**config.mk**
```make
export PLATFORM = sky130hd
export DESIGN_NAME = pmsd_cell
export DESIGN_NICKNAME = d
export VERILOG_FILES = /design/src/rtl/core/pmsd_pkg.sv /design/src/rtl/core/pmsd_cell.sv
export SDC_FILE = /design/constraint.sdc
export NUM_CORES = 1
export LEC_CHECK = 0
export ABC_AREA = 1
export BUFFER_PORTS_ARGS = -buffer_cell sky130_fd_sc_hd__clkbuf_2
export CAP_MARGIN = 20
export CORE_ASPECT_RATIO = 1.75
export CORE_MARGIN = 1.5
export CORE_UTILIZATION = 40
export DETAILED_ROUTE_END_ITERATION = 10
export HOLD_SLACK_MARGIN = 0.06
export PLACE_DENSITY = 0.7
export SLEW_MARGIN = 15
export SYNTH_ARGS = -nofsm -noshare
export SYNTH_HDL_FRONTEND = slang
export SYNTH_SLANG_ARGS = --single-unit
```
**constraint.sdc**
```tcl
create_clock -name clk -period 6.8 [get_ports clk]
set_input_delay 0.68 -clock clk [delete_from_list [all_inputs] [get_ports clk]]
set_output_delay 0.68 -clock clk [all_outputs]
set_load 0.01 [all_outputs]
```
**src/rtl/core/pmsd_pkg.sv**
```systemverilog
// Shared types and constants of the partition maximum-sum block.
`default_nettype none
package pmsd_pkg;

	localparam int VAL_W    = 16;
	localparam int BEST_W   = 26;
	localparam int CFG_W    = 5;
	localparam int KMAX_DEF = 16;
	localparam int K_RESET  = 3;

	localparam logic [BEST_W-1:0] BEST_MAX = {BEST_W{1'b1}};

	typedef struct packed {
		logic [VAL_W-1:0] elem_value;
		logic             is_last;
	} elem_req_t;

	typedef struct packed {
		logic [BEST_W-1:0] prefix_best;
		logic              is_final;
	} result_req_t;

	// Running candidate that walks down the cell chain.
	typedef struct packed {
		logic [VAL_W-1:0]  peak;
		logic [BEST_W-1:0] best;
	} tok_t;

	typedef struct packed {
		logic shift;
		logic commit;
		logic clear;
	} cell_ctl_t;

endpackage
`default_nettype wire

```
**src/rtl/core/pmsd_cell.sv**
```systemverilog
// One cell of the chain: a stored element, a stored prefix total and one candidate step.
`default_nettype none
module pmsd_cell import pmsd_pkg::*; #(
	parameter int KMAX = KMAX_DEF,
	parameter int IDX  = 0
) (
	input  wire logic              clk,
	input  wire logic              arst_n,
	input  wire cell_ctl_t         ctl,
	input  wire logic              active,
	input  wire logic [VAL_W-1:0]  value_in,
	input  wire logic [BEST_W-1:0] best_in,
	input  wire tok_t              tok_in,
	output logic      [VAL_W-1:0]  value_q,
	output logic      [BEST_W-1:0] best_q,
	output tok_t                   tok_s1
);

	localparam int LW   = $clog2(KMAX + 1);
	localparam int PW   = VAL_W + LW;
	localparam int SW   = BEST_W + 1;
	localparam logic [LW-1:0] LEN = LW'(IDX + 1);

	logic [VAL_W-1:0]  peak_n;
	logic [PW-1:0]     prod;
	logic [SW-1:0]     sum;
	logic [BEST_W-1:0] cand;
	tok_t              tok_n;

	always_comb begin
		peak_n = (value_q > tok_in.peak) ? value_q : tok_in.peak;
		prod   = PW'(peak_n) * PW'(LEN);
		sum    = SW'(prod) + SW'(best_q);
		cand   = (sum > SW'(BEST_MAX)) ? BEST_MAX : sum[BEST_W-1:0];
		tok_n.peak = peak_n;
		tok_n.best = (cand > tok_in.best) ? cand : tok_in.best;
	end

	// A cell past the allowed piece length hands the candidate on untouched.
	always_ff @(posedge clk) begin
		tok_s1 <= active ? tok_n : tok_in;
	end

	always_ff @(posedge clk or negedge arst_n) begin
		if (!arst_n) begin
			value_q <= '0;
			best_q  <= '0;
		end else if (ctl.clear) begin
			value_q <= '0;
			best_q  <= '0;
		end else begin
			if (ctl.shift) begin
				value_q <= value_in;
			end
			if (ctl.commit) begin
				best_q <= best_in;
			end
		end
	end

endmodule
`default_nettype wire
```
==> reports/qor.yml <==
status:
  status: "finished, final reports clean"
clock_tree:
  cts_setup_buffers: 0
  ctsResizeCount: 0
  ctsHoldBuffers: 0
  clockBufferDepth: 2
  numClockSinks: 84
  cts_made_buffers: 9
  path_clk_slew_ns: 0.06
  root_buffer: "clkbuf_16"
  clock_latency_ns: 0.36
  cts_htree_levels: 3
  cts_tree: "yes"
timing:
  worstMarginPinSlew_ns: 0.986
  fmax_ghz: 0.183
  relSlewSlack: 0.343
  period_needed_ns: 5.47
  slew_viol_final: 0
  grt_setup_unrepaired: "false"
  fin_worst_skew_ns: 0.00750
  timing.final.crit_share: 0.804
  finalSetupViolCount: 0
  fin_setup_tns_ns: 0
  final-hold-violation-count: 0
floorplan:
  core_um2: 15700
  row_count: 61
  start_util: 0.406
  die_w_um: 98.5
  die_h_um: 170
  dieArea_um2: 16800
  io_pins: 174
layout:
  final_net_count: 1287
  drive_gt1_frac: 0.211
  diodes: 0
  layout_commonest_cell: "nand2_1"
  utilization: 0.489
  mostFrequentLayoutCells: "nand2_1, inv_1, clkbuf_2"
  area_growth_pct: 20.4
  fin_cells: 1331
placed_design:
  portBuffers: 173
  place.detailed.hpwl_mm: 15.7
  gp_congestion: 0.921
  placedCellCount: 1315
setup_path:
  crit_top_cell: "nand2_1"
  critical_path.endpoint_type: "flip-flop"
  critical-path-top-delay-family: "simple AND/OR/NAND/NOR gates"
  worstPathArrival_ns: 5.71
  critPathBufInv: 7
  setup.worst_path.start_class: "input port"
  cpPeakStageDelay_ns: 0.35
  path_class: "input port to flip-flop"
  slowest_stage: "fa_1"
  required_ns: 7.05
  r2r_cells: 31
  r2r_setup_slack_ns: 1.43
  cp_max_fo: 19
  cp.depth: 33
grt:
  grt_max_degree: 43
  overflow: 0
  antenna_found_initial: 0
  grt.total_usage: 0.226
  grt_pass1_wl_mm: 29.7
  grt_pass1_vias: 6528
synth:
  synth_area_um2: 6390
  yosys.area.top_type: "nand2_1"
  yosys_warnings: 0
  yosys-top-cells-area: "nand2_1, dfrtp_1, dfxtp_1, ha_1, inv_1"
  avgSynthCellArea_um2: 6.56
  netlist_instances: 974
  synth_cell_type_count: 36
  synth_fp_nets: 1124
  yosysSeqAreaShare: 0.296
  ys_ff_latch: 84
  synth_top_area_frac: 0.172
routing:
  met2_length_mm: 10.3
  wire_per_inst_um: 14.0
  drc: 0
  highest_layer: "met4"
  drt_iter0_markers: 317
  first_pass_iters: 7
  wl_mm: 18.7
  drt-met1-wl_mm: 6.75
  wl_met3_um: 678
  vias_per_cell: 4.90
  vias: 6524
  ant_nets: 0
pwr:
  total_leakage_power_uw: 0.00452
  ir_worst_vdd_mv: 0.129
  powerDensity_nw_per_um2: 200
  fin_total_pwr_uw: 1530
min_path:
  hold_path_class: "input port to asynchronous set/reset pin"
run:
  drv_cap: 0
==> synth_stat cells (all sizes together) <==
master,count
a21boi,1
a21o,1
a21oi,27
and2,15
buf,8
clkbuf,17
clkinv,1
dfrtp,42
dfxtp,42
fa,1
ha,59
inv,185
nand2,321
nand3,124
nand3b,3
nand4,9
nor2,47
nor3,4
o21a,1
o21ai,56
o21bai,1
or2,3
xnor2,6
==> final cells by class <==
type | count | area [um^2]
Fill cell | 1659 | 8030
Multi-Input combinational cell | 679 | 3670
Sequential cell | 84 | 1890
Timing Repair Buffer | 177 | 916
Inverter | 186 | 701
Clock buffer | 11 | 243
Tap cell | 189 | 236
Clock inverter | 5 | 36.3
==> sequential cells by signal (all words and copies together), names as in the netlist <==
register	cells
best_q	26
value_q	16
tok_s1	42
==> kinds of logic after synthesis <==
| logic type | count (synthesis) | share of synthesized area |
|---|---|---|
| xor gates and xnor gates | 6 | 0.00823 |
| buffers and inverters | 211 | 0.129 |
| and+or+nand+nor | 526 | 0.377 |
| DFF | 84 | 0.296 |
| adders and majority gates | 60 | 0.119 |
| AOI/OAI and AO/OA | 87 | 0.0703 |
==> worst paths after layout <==
path	startpoint	end
min	arst_n	best_q[24]
max reg2reg	value_q[15]	tok_s1[25]
max in group asynchronous	arst_n	best_q[5]
max	tok_in[41]	tok_s1[25]
min in group clk	tok_in[34]	tok_s1[34]
min reg2reg	best_q[10]	best_q[10]
==> worst register-to-register path, delay by kind of cell (launching register included) <==
family,cells,cell delay [ns]
flops,1,0.42
simple gates,21,2.99
compound gates,1,0.11
fa+ha+maj,4,1.19
buf+inv,5,0.56
==> per-stage QoR <==
step	hold WS (ns)	area, um^2	setup WS, ns
finish	0.466	7690	1.33
global route	0.549	7690	0.806
CTS	0.526	7690	1.30
detailed placement	0.569	7410	0.946
global placement	0.570	7390	0.991
floorplan	0.384	6390	2.23
==> layer usage <==
| metal | vias to the layer above | GRT usage |
|---|---|---|
| met4 | 0 | 0.126 |
| met2 | 161 | 0.451 |
| met1 | 2943 | 0.217 |
| met3 | 49 | 0.0267 |
| li1 | 3371 | - |
| met5 | - | 0 |
==> power breakdown <==
part / switching [uW] / leakage (uW) / internal (uW)
Sequential: 25.9 / 0.000913 / 536
Combinational: 314 / 0.00347 / 190
Clock: 211 / 0.000140 / 259
(Power assumes the default switching activity.)
